## src/dpd_pkg.sv

```systemverilog
// Shared types, character codes and helpers for the debug packet deframer.
package dpd_pkg;

    // Framing characters, 7-bit.
    localparam logic [6:0] CH_START = 7'h24;    // '$'
    localparam logic [6:0] CH_END   = 7'h23;    // '#'
    localparam logic [6:0] CH_SEQ   = 7'h3a;    // ':'

    localparam logic [9:0] BYTE_COUNT_MAX = 10'h3ff;

    // Command queue between the front and back parts.
    localparam int QDEPTH = 4;
    localparam int QPTR_W = 2;
    localparam int QCNT_W = 3;

    typedef enum logic [2:0] {
        PH_HUNT,
        PH_BODY,
        PH_HEX_HI,
        PH_HEX_LO,
        PH_DONE
    } phase_t;

    typedef struct packed {
        logic [7:0] in_byte;
        logic       in_last;
    } in_t;

    typedef struct packed {
        logic       out_kind;
        logic [6:0] out_char;
        logic       out_good;
        logic       out_has_seq;
        logic [6:0] out_seq_first;
        logic [6:0] out_seq_second;
        logic       out_last;
    } out_t;

    // One request's worth of results: up to three characters, then an optional verdict.
    typedef struct packed {
        logic [1:0]      nchars;
        logic [2:0][6:0] chars;
        logic            verdict;
        logic            good;
        logic            has_seq;
        logic [6:0]      seq_first;
        logic [6:0]      seq_second;
    } cmd_t;

    // Returns {invalid, value}.
    function automatic logic [4:0] hex_decode(logic [6:0] c);
        logic [4:0] r;
        begin
            r = 5'h10;
            if (c >= 7'h30 && c <= 7'h39)
            begin
                r = {1'b0, 4'(c - 7'h30)};
            end
            else if (c >= 7'h61 && c <= 7'h66)
            begin
                r = {1'b0, 4'(c - 7'h57)};
            end
            else if (c >= 7'h41 && c <= 7'h46)
            begin
                r = {1'b0, 4'(c - 7'h37)};
            end
            return r;
        end
    endfunction

endpackage

```

## src/dpd_front.sv

```systemverilog
// Front part: accepts bytes, tracks packet framing and checksum, and builds result commands.
module dpd_front #(
    parameter int MAX_LEN = 512
) (
    input  logic          clk,
    input  logic          rst_n,
    input  logic          byte_valid,
    input  dpd_pkg::in_t  byte_data,
    input  logic          q_full,
    output logic          byte_stall,
    output logic          push,
    output dpd_pkg::cmd_t push_cmd
);

    localparam logic [9:0] MAX_LEN_W = 10'(MAX_LEN);

    dpd_pkg::phase_t phase_reg, phase_next;
    logic [7:0]      sum_reg, sum_next;
    logic [3:0]      rhn_reg, rhn_next;
    logic [7:0]      rsum_reg, rsum_next;
    logic [2:0][6:0] hold_reg, hold_next;
    logic [1:0]      hc_reg, hc_next;
    logic            seq_reg, seq_next;
    logic            bad_reg, bad_next;
    logic [9:0]      bc_reg, bc_next;

    logic            accept;
    logic [6:0]      b;
    logic [4:0]      hex;
    logic            one_char;
    logic [1:0]      nch;

    assign accept     = byte_valid && !q_full;
    assign byte_stall = q_full;
    assign b          = byte_data.in_byte[6:0];
    assign hex        = dpd_pkg::hex_decode(b);

    always_ff @(posedge clk or negedge rst_n)
    begin
        if (!rst_n)
        begin
            phase_reg <= dpd_pkg::PH_HUNT;
            sum_reg   <= '0;
            rhn_reg   <= '0;
            rsum_reg  <= '0;
            hold_reg  <= '0;
            hc_reg    <= '0;
            seq_reg   <= 1'b0;
            bad_reg   <= 1'b0;
            bc_reg    <= '0;
        end
        else
        begin
            phase_reg <= phase_next;
            sum_reg   <= sum_next;
            rhn_reg   <= rhn_next;
            rsum_reg  <= rsum_next;
            hold_reg  <= hold_next;
            hc_reg    <= hc_next;
            seq_reg   <= seq_next;
            bad_reg   <= bad_next;
            bc_reg    <= bc_next;
        end
    end

    always_comb
    begin
        phase_next = phase_reg;
        sum_next   = sum_reg;
        rhn_next   = rhn_reg;
        rsum_next  = rsum_reg;
        hold_next  = hold_reg;
        hc_next    = hc_reg;
        seq_next   = seq_reg;
        bad_next   = bad_reg;
        bc_next    = bc_reg;
        one_char   = 1'b0;
        nch        = 2'd0;
        push       = 1'b0;
        push_cmd   = '0;

        if (accept)
        begin
            if (bc_reg != dpd_pkg::BYTE_COUNT_MAX)
            begin
                bc_next = bc_reg + 10'd1;
            end
            if (bc_next > MAX_LEN_W)
            begin
                bad_next = 1'b1;
            end

            unique case (phase_reg)
                dpd_pkg::PH_HUNT:
                begin
                    if (b == dpd_pkg::CH_START)
                    begin
                        phase_next = dpd_pkg::PH_BODY;
                    end
                end
                dpd_pkg::PH_BODY:
                begin
                    if (b == dpd_pkg::CH_END)
                    begin
                        phase_next = dpd_pkg::PH_HEX_HI;
                    end
                    else
                    begin
                        sum_next = sum_reg + {1'b0, b};
                        if (hc_reg != 2'd3)
                        begin
                            hold_next[hc_reg] = b;
                            hc_next = hc_reg + 2'd1;
                            // The third held character decides whether a sequence id leads.
                            if (hc_reg == 2'd2)
                            begin
                                if (b == dpd_pkg::CH_SEQ)
                                begin
                                    seq_next = 1'b1;
                                end
                                else
                                begin
                                    nch = 2'd3;
                                end
                            end
                        end
                        else
                        begin
                            one_char = 1'b1;
                            nch = 2'd1;
                        end
                    end
                end
                dpd_pkg::PH_HEX_HI:
                begin
                    if (hex[4])
                    begin
                        bad_next = 1'b1;
                    end
                    rhn_next   = hex[3:0];
                    phase_next = dpd_pkg::PH_HEX_LO;
                end
                dpd_pkg::PH_HEX_LO:
                begin
                    if (hex[4])
                    begin
                        bad_next = 1'b1;
                    end
                    rsum_next  = {rhn_reg, hex[3:0]};
                    phase_next = dpd_pkg::PH_DONE;
                end
                dpd_pkg::PH_DONE:
                begin
                end
                default:
                begin
                end
            endcase

            push_cmd.chars = hold_next;
            if (one_char)
            begin
                push_cmd.chars[0] = b;
            end

            if (byte_data.in_last)
            begin
                // Characters still held back are flushed ahead of the verdict.
                if (hc_next != 2'd3)
                begin
                    nch = hc_next;
                end
                push_cmd.verdict = 1'b1;
                push_cmd.good    = (phase_next == dpd_pkg::PH_DONE) && !bad_next &&
                                   (rsum_next == sum_next);
                push_cmd.has_seq = seq_next;
                if (seq_next)
                begin
                    push_cmd.seq_first  = hold_next[0];
                    push_cmd.seq_second = hold_next[1];
                end

                phase_next = dpd_pkg::PH_HUNT;
                sum_next   = '0;
                rhn_next   = '0;
                rsum_next  = '0;
                hold_next  = '0;
                hc_next    = '0;
                seq_next   = 1'b0;
                bad_next   = 1'b0;
                bc_next    = '0;
            end

            push_cmd.nchars = nch;
            push = (nch != 2'd0) || byte_data.in_last;
        end
    end

endmodule

```

## src/dpd_queue.sv

```systemverilog
// Short command queue that decouples the front part from the back part.
module dpd_queue (
    input  logic          clk,
    input  logic          rst_n,
    input  logic          push,
    input  dpd_pkg::cmd_t push_cmd,
    input  logic          pop,
    output logic          full,
    output logic          valid,
    output dpd_pkg::cmd_t head
);

    dpd_pkg::cmd_t                  mem_reg [dpd_pkg::QDEPTH];
    logic [dpd_pkg::QPTR_W-1:0]     wr_ptr_reg, wr_ptr_next;
    logic [dpd_pkg::QPTR_W-1:0]     rd_ptr_reg, rd_ptr_next;
    logic [dpd_pkg::QCNT_W-1:0]     count_reg, count_next;

    assign full  = (count_reg == dpd_pkg::QCNT_W'(dpd_pkg::QDEPTH));
    assign valid = (count_reg != '0);
    assign head  = mem_reg[rd_ptr_reg];

    always_comb
    begin
        wr_ptr_next = wr_ptr_reg;
        rd_ptr_next = rd_ptr_reg;
        count_next  = count_reg;
        if (push)
        begin
            wr_ptr_next = wr_ptr_reg + dpd_pkg::QPTR_W'(1);
        end
        if (pop)
        begin
            rd_ptr_next = rd_ptr_reg + dpd_pkg::QPTR_W'(1);
        end
        if (push && !pop)
        begin
            count_next = count_reg + dpd_pkg::QCNT_W'(1);
        end
        else if (pop && !push)
        begin
            count_next = count_reg - dpd_pkg::QCNT_W'(1);
        end
    end

    always_ff @(posedge clk or negedge rst_n)
    begin
        if (!rst_n)
        begin
            wr_ptr_reg <= '0;
            rd_ptr_reg <= '0;
            count_reg  <= '0;
        end
        else
        begin
            wr_ptr_reg <= wr_ptr_next;
            rd_ptr_reg <= rd_ptr_next;
            count_reg  <= count_next;
        end
    end

    always_ff @(posedge clk)
    begin
        if (push)
        begin
            mem_reg[wr_ptr_reg] <= push_cmd;
        end
    end

endmodule

```

## src/dpd_back.sv

```systemverilog
// Back part: expands each command into result items in an output register, one per cycle unless stalled.
module dpd_back (
    input  logic          clk,
    input  logic          rst_n,
    input  logic          q_valid,
    input  dpd_pkg::cmd_t q_head,
    output logic          pop,
    output logic          result_valid,
    input  logic          result_stall,
    output dpd_pkg::out_t result_data
);

    dpd_pkg::cmd_t cmd_reg, cmd_next;
    logic          cmd_valid_reg, cmd_valid_next;
    logic [1:0]    idx_reg, idx_next;
    logic          out_valid_reg, out_valid_next;
    dpd_pkg::out_t out_reg, out_next;

    logic [2:0]    total;
    logic          is_last;
    logic          load;
    dpd_pkg::out_t cur;

    assign total        = {1'b0, cmd_reg.nchars} + {2'b00, cmd_reg.verdict};
    assign is_last      = (({1'b0, idx_reg} + 3'd1) == total);
    assign load         = !out_valid_reg || !result_stall;
    assign pop          = q_valid && (!cmd_valid_reg || (load && is_last));
    assign result_valid = out_valid_reg;
    assign result_data  = out_reg;

    always_comb
    begin
        cur = '0;
        if ({1'b0, idx_reg} < {1'b0, cmd_reg.nchars})
        begin
            case (idx_reg)
                2'd0:    cur.out_char = cmd_reg.chars[0];
                2'd1:    cur.out_char = cmd_reg.chars[1];
                2'd2:    cur.out_char = cmd_reg.chars[2];
                default: cur.out_char = '0;
            endcase
        end
        else
        begin
            cur.out_kind       = 1'b1;
            cur.out_good       = cmd_reg.good;
            cur.out_has_seq    = cmd_reg.has_seq;
            cur.out_seq_first  = cmd_reg.seq_first;
            cur.out_seq_second = cmd_reg.seq_second;
        end
        cur.out_last = is_last;
    end

    always_comb
    begin
        cmd_next       = cmd_reg;
        cmd_valid_next = cmd_valid_reg;
        idx_next       = idx_reg;
        out_valid_next = out_valid_reg;
        out_next       = out_reg;

        if (load)
        begin
            out_valid_next = cmd_valid_reg;
            out_next       = cur;
            if (cmd_valid_reg)
            begin
                if (is_last)
                begin
                    cmd_valid_next = 1'b0;
                end
                else
                begin
                    idx_next = idx_reg + 2'd1;
                end
            end
        end

        // The next command is taken in as the current one hands out its final result.
        if (pop)
        begin
            cmd_next       = q_head;
            cmd_valid_next = 1'b1;
            idx_next       = 2'd0;
        end
    end

    always_ff @(posedge clk or negedge rst_n)
    begin
        if (!rst_n)
        begin
            cmd_valid_reg <= 1'b0;
            idx_reg       <= '0;
            out_valid_reg <= 1'b0;
        end
        else
        begin
            cmd_valid_reg <= cmd_valid_next;
            idx_reg       <= idx_next;
            out_valid_reg <= out_valid_next;
        end
    end

    always_ff @(posedge clk)
    begin
        cmd_reg <= cmd_next;
        out_reg <= out_next;
    end

endmodule

```

## src/debug_packet_deframer.sv

```systemverilog
// Top level of the debug packet deframer: front part, command queue and back part.
//
// Usage: datagram bytes enter on the byte channel (byte_valid, byte_stall, byte_data),
// with in_last set on the final byte of each datagram. Results leave on the result
// channel (result_valid, result_stall, result_data): payload characters with the
// framing, sequence id and checksum stripped, and one verdict per datagram.
// Each request is accepted when valid is high and stall is low at a rising edge.
// A byte's first result passes the command queue, the command register and the result
// register. Throughput: one byte per cycle unless the queue is full, one result per
// cycle unless the receiver stalls; a byte that releases the held-back characters plus a
// verdict gives up to four results, which leave on consecutive cycles unless stalled. A
// four-entry command queue absorbs such bursts; byte_stall rises only when it is full.
// When the receiver stalls, the result register holds its value, the back part waits
// and the queue fills; the front part keeps taking bytes until then.
// Reset (rst_n low) returns the parser to hunting for the start character and
// empties the queue and the output register.
module debug_packet_deframer #(
    parameter int MAX_LEN = 512
) (
    input  logic          clk,
    input  logic          rst_n,
    input  logic          byte_valid,
    output logic          byte_stall,
    input  dpd_pkg::in_t  byte_data,
    output logic          result_valid,
    input  logic          result_stall,
    output dpd_pkg::out_t result_data
);

    logic          push;
    dpd_pkg::cmd_t push_cmd;
    logic          q_full;
    logic          q_valid;
    logic          pop;
    dpd_pkg::cmd_t q_head;

    dpd_front #(
        .MAX_LEN(MAX_LEN)
    ) u_front (
        .clk        (clk),
        .rst_n      (rst_n),
        .byte_valid (byte_valid),
        .byte_data  (byte_data),
        .q_full     (q_full),
        .byte_stall (byte_stall),
        .push       (push),
        .push_cmd   (push_cmd)
    );

    dpd_queue u_queue (
        .clk      (clk),
        .rst_n    (rst_n),
        .push     (push),
        .push_cmd (push_cmd),
        .pop      (pop),
        .full     (q_full),
        .valid    (q_valid),
        .head     (q_head)
    );

    dpd_back u_back (
        .clk          (clk),
        .rst_n        (rst_n),
        .q_valid      (q_valid),
        .q_head       (q_head),
        .pop          (pop),
        .result_valid (result_valid),
        .result_stall (result_stall),
        .result_data  (result_data)
    );

endmodule

```

## config.mk

```make
export PLATFORM = sky130hd
export DESIGN_NAME = debug_packet_deframer
export DESIGN_NICKNAME = d
export VERILOG_FILES = /design/src/dpd_pkg.sv /design/src/dpd_front.sv /design/src/dpd_queue.sv /design/src/dpd_back.sv /design/src/debug_packet_deframer.sv
export SDC_FILE = /design/constraint.sdc
export NUM_CORES = 1
export LEC_CHECK = 0
export BUFFER_PORTS_ARGS = -buffer_cell sky130_fd_sc_hd__buf_2
export CAP_MARGIN = 10
export CORE_AREA = 2 2 171 173
export DETAILED_ROUTE_END_ITERATION = 7
export DIE_AREA = 0 0 173 175
export GPL_TIMING_DRIVEN = 0
export SYNTH_ARGS = -nofsm -noshare
export SYNTH_HDL_FRONTEND = slang
export SYNTH_SLANG_ARGS = --single-unit
```

## constraint.sdc

```tcl
create_clock -name clk -period 7.39 [get_ports clk]
set_input_delay 0.3695 -clock clk [delete_from_list [all_inputs] [get_ports clk]]
set_output_delay 0.3695 -clock clk [all_outputs]
set_load 0.02 [all_outputs]
```

* After elaboration in Yosys (flattened, before gate mapping)
Memories as Yosys holds them, arrays and structs flattened. A register that Yosys moved wholly into a read port is not among the register bits.
Cells that the tools add are included.
** Operators by class
- Eq/ne operators :: 17
- Add/sub/neg operators :: 13
- Mux-type cells :: 75
- Magnitude comparators :: 10
- Reductions and logical operators :: 32
** Operators by type and width (number)
- 21-bit 2-to-1 mux :: 4
- 8-bit 2-to-1 mux :: 7
- 40-bit 2-to-1 mux :: 1
- 2-bit 2-to-1 mux :: 17
- 10-bit 2-to-1 mux :: 3
- 1-bit 2-to-1 mux :: 24
- 21-bit bitwise mux :: 1
- 7-bit by 6-bit == test with 1-bit output (second input constant) :: 3
- 7-bit case mux with 3 select lines :: 1
- 3-bit 2-to-1 mux :: 6
- 17-bit 2-to-1 mux :: 1
- 5-bit 2-to-1 mux :: 3
- 7-bit demux with 2-bit select :: 1
- 7-bit greater-or-equal comparator (second input constant) :: 2
- 7-bit <= comparator (second input constant) :: 2
- 14-bit 2-to-1 mux :: 1
- 7-bit 2-to-1 mux :: 2
- 3-bit case mux with 4 select lines :: 1
- 1-bit logical AND :: 11
- 10-bit by 1-bit adder with 10-bit output (second input constant) :: 1
- 10-bit > comparator (second input constant) :: 1
- 10-bit inequality test (second input constant) :: 1
- 2-bit nonzero test :: 5
- 2-bit by 1-bit adder with 2-bit output (second input constant) :: 4
- 29 further kinds :: 44
** Storage, ports and cells
- Word-level logic and storage cells :: 172
- Bits of input ports :: 13
- Memories :: 1
- Output and inout bits :: 27
- Bits in writable memories :: 160
- Register bits :: 94
** Memory list
- u_queue.mem_reg :: depth 4, bits a word 40, read ports 1, clocked after Yosys merged registers in 1, wr ports 1, line dpd_queue.sv:13 : dpd_pkg::cmd_t mem_reg [dpd_pkg::QDEPTH];

* Depth between registers and ports, before layout
- Depth in word-level cells :: 16
- Depth in mapped cells :: 14
- Depth with buffers taken out :: 14

* Hierarchy
From an unflattened synthesis, not the netlist that was laid out.
** Second synthesis, totals
- Cell total of the unflattened synthesis :: 868
- Area, all modules :: 12823.5 sq um
** By module, submodules not included
- dpd_queue :: area an instance 6219.7 sq um, seq. area each 4979.8 sq um, cells each 244, instances 1
- dpd_front :: area an instance 3985.1 sq um, seq. area each 1451.4 sq um, cells each 488, instances 1
- dpd_back :: area an instance 2618.8 sq um, seq. area each 2052.0 sq um, cells each 136, instances 1

* Least setup slack after synthesis
Ideal clock, no wire load.
- Path type :: flip-flop to flip-flop
- Start point :: reg u_back.cmd_reg[38] (netlist name)
- End point :: reg u_queue.count_reg[1] in the netlist's numbering
- Clock period less this slack :: 4300 ps
- Arrival time :: 4175 ps
- Setup slack :: 3090 ps
- Path buffers :: 0
- Stages on the path, launching flop included :: 13
- Cells stage by stage :: edfxtp_1 ha_1 ha_1 xnor2_1 nand3_1 nand2_1 nand2_1 nor2_1 inv_1 ha_1 inv_1 fa_1 mux2_2
** Between the ends
- Word-level cells in the longest chain between the ends :: 8
- Elaborated cells between the ends (all ways) :: 10
- Classes of those cells :: 1 x add/sub; 1 x eq/ne; 1 x mux; 7 x reduce/logical
** Ends and longest elaborated chain
- 2-bit by 1-bit adder with 3-bit output :: line dpd_back.sv:24 : assign total = {1'b0, cmd_reg.nchars} + {2'b00, cmd_reg.verdict};
- 3-bit == test :: line dpd_back.sv:25 : assign is_last = (({1'b0, idx_reg} + 3'd1) == total);
- 1-bit logical AND :: line dpd_back.sv:27 : assign pop = q_valid && (!cmd_valid_reg || (load && is_last));
- 1-bit logical OR :: line dpd_back.sv:27
- 1-bit logical AND :: line dpd_back.sv:27
- named net pop :: line debug_packet_deframer.sv:34 : logic pop;
- 1-bit logical NOT :: line dpd_queue.sv:35 : if (push && !pop)
- 1-bit logical AND :: line dpd_queue.sv:35
- 3-bit 2-to-1 mux :: line dpd_queue.sv:35
- named net u_queue.count_next (one bit) :: line dpd_queue.sv:16 : logic [dpd_pkg::QCNT_W-1:0] count_reg, count_next;
- end signal, assigned :: line dpd_queue.sv:57 : count_reg <= count_next;
- end, declared :: line dpd_queue.sv:16
The timed path passes the listed nets, and every way through them passes these cells.
A chain may end at the register's enable or synchronous reset.

==> impl_results.md <==
* Clock sinks at 294
* Fmax at 0.287 GHz
* Required @ worst endpoint at 7.69 ns
* Worst Min Path Start: result_stall
* Max-slew headroom at 31.3%
* Post-DP Area at 13500 sq um
* Antenna-violating nets left at 0
* Net Count, Synth at 925
* Initial antenna violation count at 0
* Synth unique cells at 59
* Net count, final at 1003
* R2R Path Start: u_front.sum_reg[0]
* Kind of critical path: reg2reg
* Dpl hpwl at 18.1 mm
* Number of max-cap violations at 0
* Bufs and invs on worst path at 0
* Global placement routability congestion at 0.846
* Gate count of the mapped netlist at 886
* Post-Syn Area at 12700 sq um
* N_diodes at 0
* Worst hold stages at 3
* Synthesized flop and latch total at 294
* Max IR drop VDD at 0.188 mV
* Max stage delay on crit path at 0.59 ns
* Worst Hold Endpoint: u_back.cmd_valid_reg
* GRT Util Overall at 18.2%
* Vias in the first global route at 7527
* CORE AREA at 28400 sq um
* Setup violations, final at 0
* Unrepaired setup endpoints after global routing: no
* Cells after DPL at 1313
* CTS HTree Levels at 1
* Top_reg_cell synth: edfxtp_1
* Number of port buffers at 37
* Pin count of the biggest net entering global routing at 65
* Worst-path fanout max at 4
* Seq/Total Area, Yosys at 67.0%
* Slew Limit Fails at 0
* IO Pins at 40
* Starting Density at 44.6%
* Min Tclk post-route at 3.48 ns
* Area growth from synthesis to layout at 15.3%
* CP Cell Sequence: ha_1, fa_1, a211oi_1, o21ai_0, a21oi_1, nor3_1, a2111o_1, or4_1, nor4_2
* Register-to-Register Path Depth at 9
* Delay-heaviest family, CP: compound AO/OA/AOI/OAI gates
* Status: completed
* Min-Delay Path Class: in2reg
* Clock Latency Late Sink at 0.56 ns
* First-pass iteration count of the detailed router at 6
* Setup Buffers After CTS at 0
* Non-Filler Instances at 1372
* Worst Tran Pin Value at 1.03 ns
* Setup slack, reg-to-reg at 3.91 ns
* DRT iter0 DRCs at 598
* YS warnings at 0
* Sum Neg Setup Slack at 0 ns
* Vias per inst at 5.53
* Global route total overflow at 0
* CTS tree: yes
* Count of flip-flops with a built-in enable after synthesis at 225
* Most frequent cells in the layout: 225 x edfxtp_1, 83 x nand2_1, 73 x nor2_1
* Total power at 5.50 mW
* Syn Area/Cell at 14.3 sq um
* Power per Cell Area at 376 nW/um^2
* Dpl ws at 3.53 ns
* Worst setup EP type: flip-flop
* WL per Instance at 19.7 um
* Setup Skew at 0.00963 ns
* Final Hold Fails at 0
* Cts bufs inserted at 31
* Number of flip-flops in the largest register at 160
* Root Driver: clkbuf_16
* Die Height at 175 um
* Reg clk slew, reported paths at 0.06 ns
* Slowest CP cell: or4_1
* Minimum hold slack at 0.142 ns
* Area contributors post-synth: edfxtp_1 53%, dfrtp_1 14%, mux4_2 7.1%
* Die Width at 173 um
* Vias at 7583
* First-pass GRT wire length at 43.4 mm
* Post-layout util at 51.5%
* Area leader, netlist: edfxtp_1
* Fin crit share at 47.2%
* Die area at 30300 sq um
* Ys async rst share at 23.5%
* Routed wire length at 27.1 mm
* Residual DRC at 0
* WP data arrival at 3.78 ns
* Most common cell after layout, fill and taps aside: edfxtp_1
* Pleak at 5.34 nW
* Top-area cell type share of the netlist area at 53.3%
* Reg-to-reg critical path endpoint: u_queue.mem_reg[3][15]
* Layout cells sized above 1 at 15.1%
* Design Area, Final at 14600 sq um
* Setup crit start kind: flip-flop
* Core Rows at 62
* Final WS setup at 3.91 ns
* Max clock buf depth at 3
[cell families (layout without fill, tap and decap cells)]
kind of cell / after synthesis / count (layout) / share of synthesized area [%]
compound gates: 178 / 178 / 9.01
xor+xnor: 21 / 21 / 1.45
fa+ha+maj: 26 / 26 / 2.69
buf+inv: 62 / 164 / 1.91
flops: 294 / 294 / 67.0
mux: 64 / 64 / 9.04
simple gates: 241 / 241 / 8.96
[worst max-delay path by stage]
stage | startpoint | end | slack [ns] | cells after the start
floorplan | u_back.cmd_reg[38] | u_queue.count_reg[1] | 3.09 | 12
global placement | u_back.cmd_reg[38] | u_queue.count_reg[1] | 1.74 | 12
detailed placement | byte_data[2] | u_queue.mem_reg[0][15] | 3.53 | 11
CTS | u_front.sum_reg[0] | u_queue.mem_reg[1][15] | 3.86 | 9
global route | u_queue.count_reg[0] | u_queue.mem_reg[3][38] | 3.68 | 7
finish | u_front.sum_reg[0] | u_queue.mem_reg[3][15] | 3.91 | 9
[per-layer routing]
layer	track usage, %	part of all wire, %	vias up
met5	0	0	-
met4	3.53	1.5	0
met3	2.33	4.6	36
met2	30.6	49	203
met1	25.9	45	3814
li1	-	-	3530
[worst min-delay path: stages]
cell and delay [ns]:
buf_2 0.08, nand3_1 0.11, nand3_1 0.10
[Yosys cell counts (all sizes together) (2+ instances only)]
master	count
nor2b	22
o21ai	49
and3	6
o22ai	3
a222oi	7
mux2	3
ha	24
o31ai	3
nand3	8
or3	7
nand3b	4
xor2	8
fa	2
and2	8
nand4	3
o21bai	2
a311oi	2
nand2	83
mux4	40
or4	3
nor3	7
nor4	3
clkbuf	32
a211oi	4
a31oi	5
nand2b	6
o21a	2
or2	2
nor3b	2
a21boi	8
a22oi	23
nor2	74
buf	13
xnor2	13
mux2i	21
a2111oi	2
inv	17
a21o	2
a22o	11
edfxtp	225
dfrtp	69
a21oi	47
[power breakdown]
| part | switching, mW | total (mW) | leakage, nW | internal (mW) |
|---|---|---|---|---|
| clock | 0.622 | 1.63 | 0.541 | 1.01 |
| combinational | 0.865 | 1.46 | 1.76 | 0.597 |
| sequential | 0.158 | 2.40 | 3.04 | 2.25 |
| total | 1.64 | 5.50 | 5.34 | 3.86 |
[what timing repair did]
action	in CTS	in global routing
resized for setup	0	0
hold buffers	1	0
endpoints found under the hold margin	69	0
endpoints found under the setup margin	0	0
[final cells by class]
| type | instances | area, sq um |
|---|---|---|
| buffer | 45 | 178 |
| clock inverter | 14 | 205 |
| tap | 384 | 480 |
| sequential | 294 | 8480 |
| multi-input combinational | 530 | 3960 |
| clock buffer | 43 | 891 |
| fill | 2440 | 13800 |
| timing repair buffer | 45 | 353 |
| inverter | 17 | 63.8 |
Note: power is estimated with default switching activity, not from simulation.
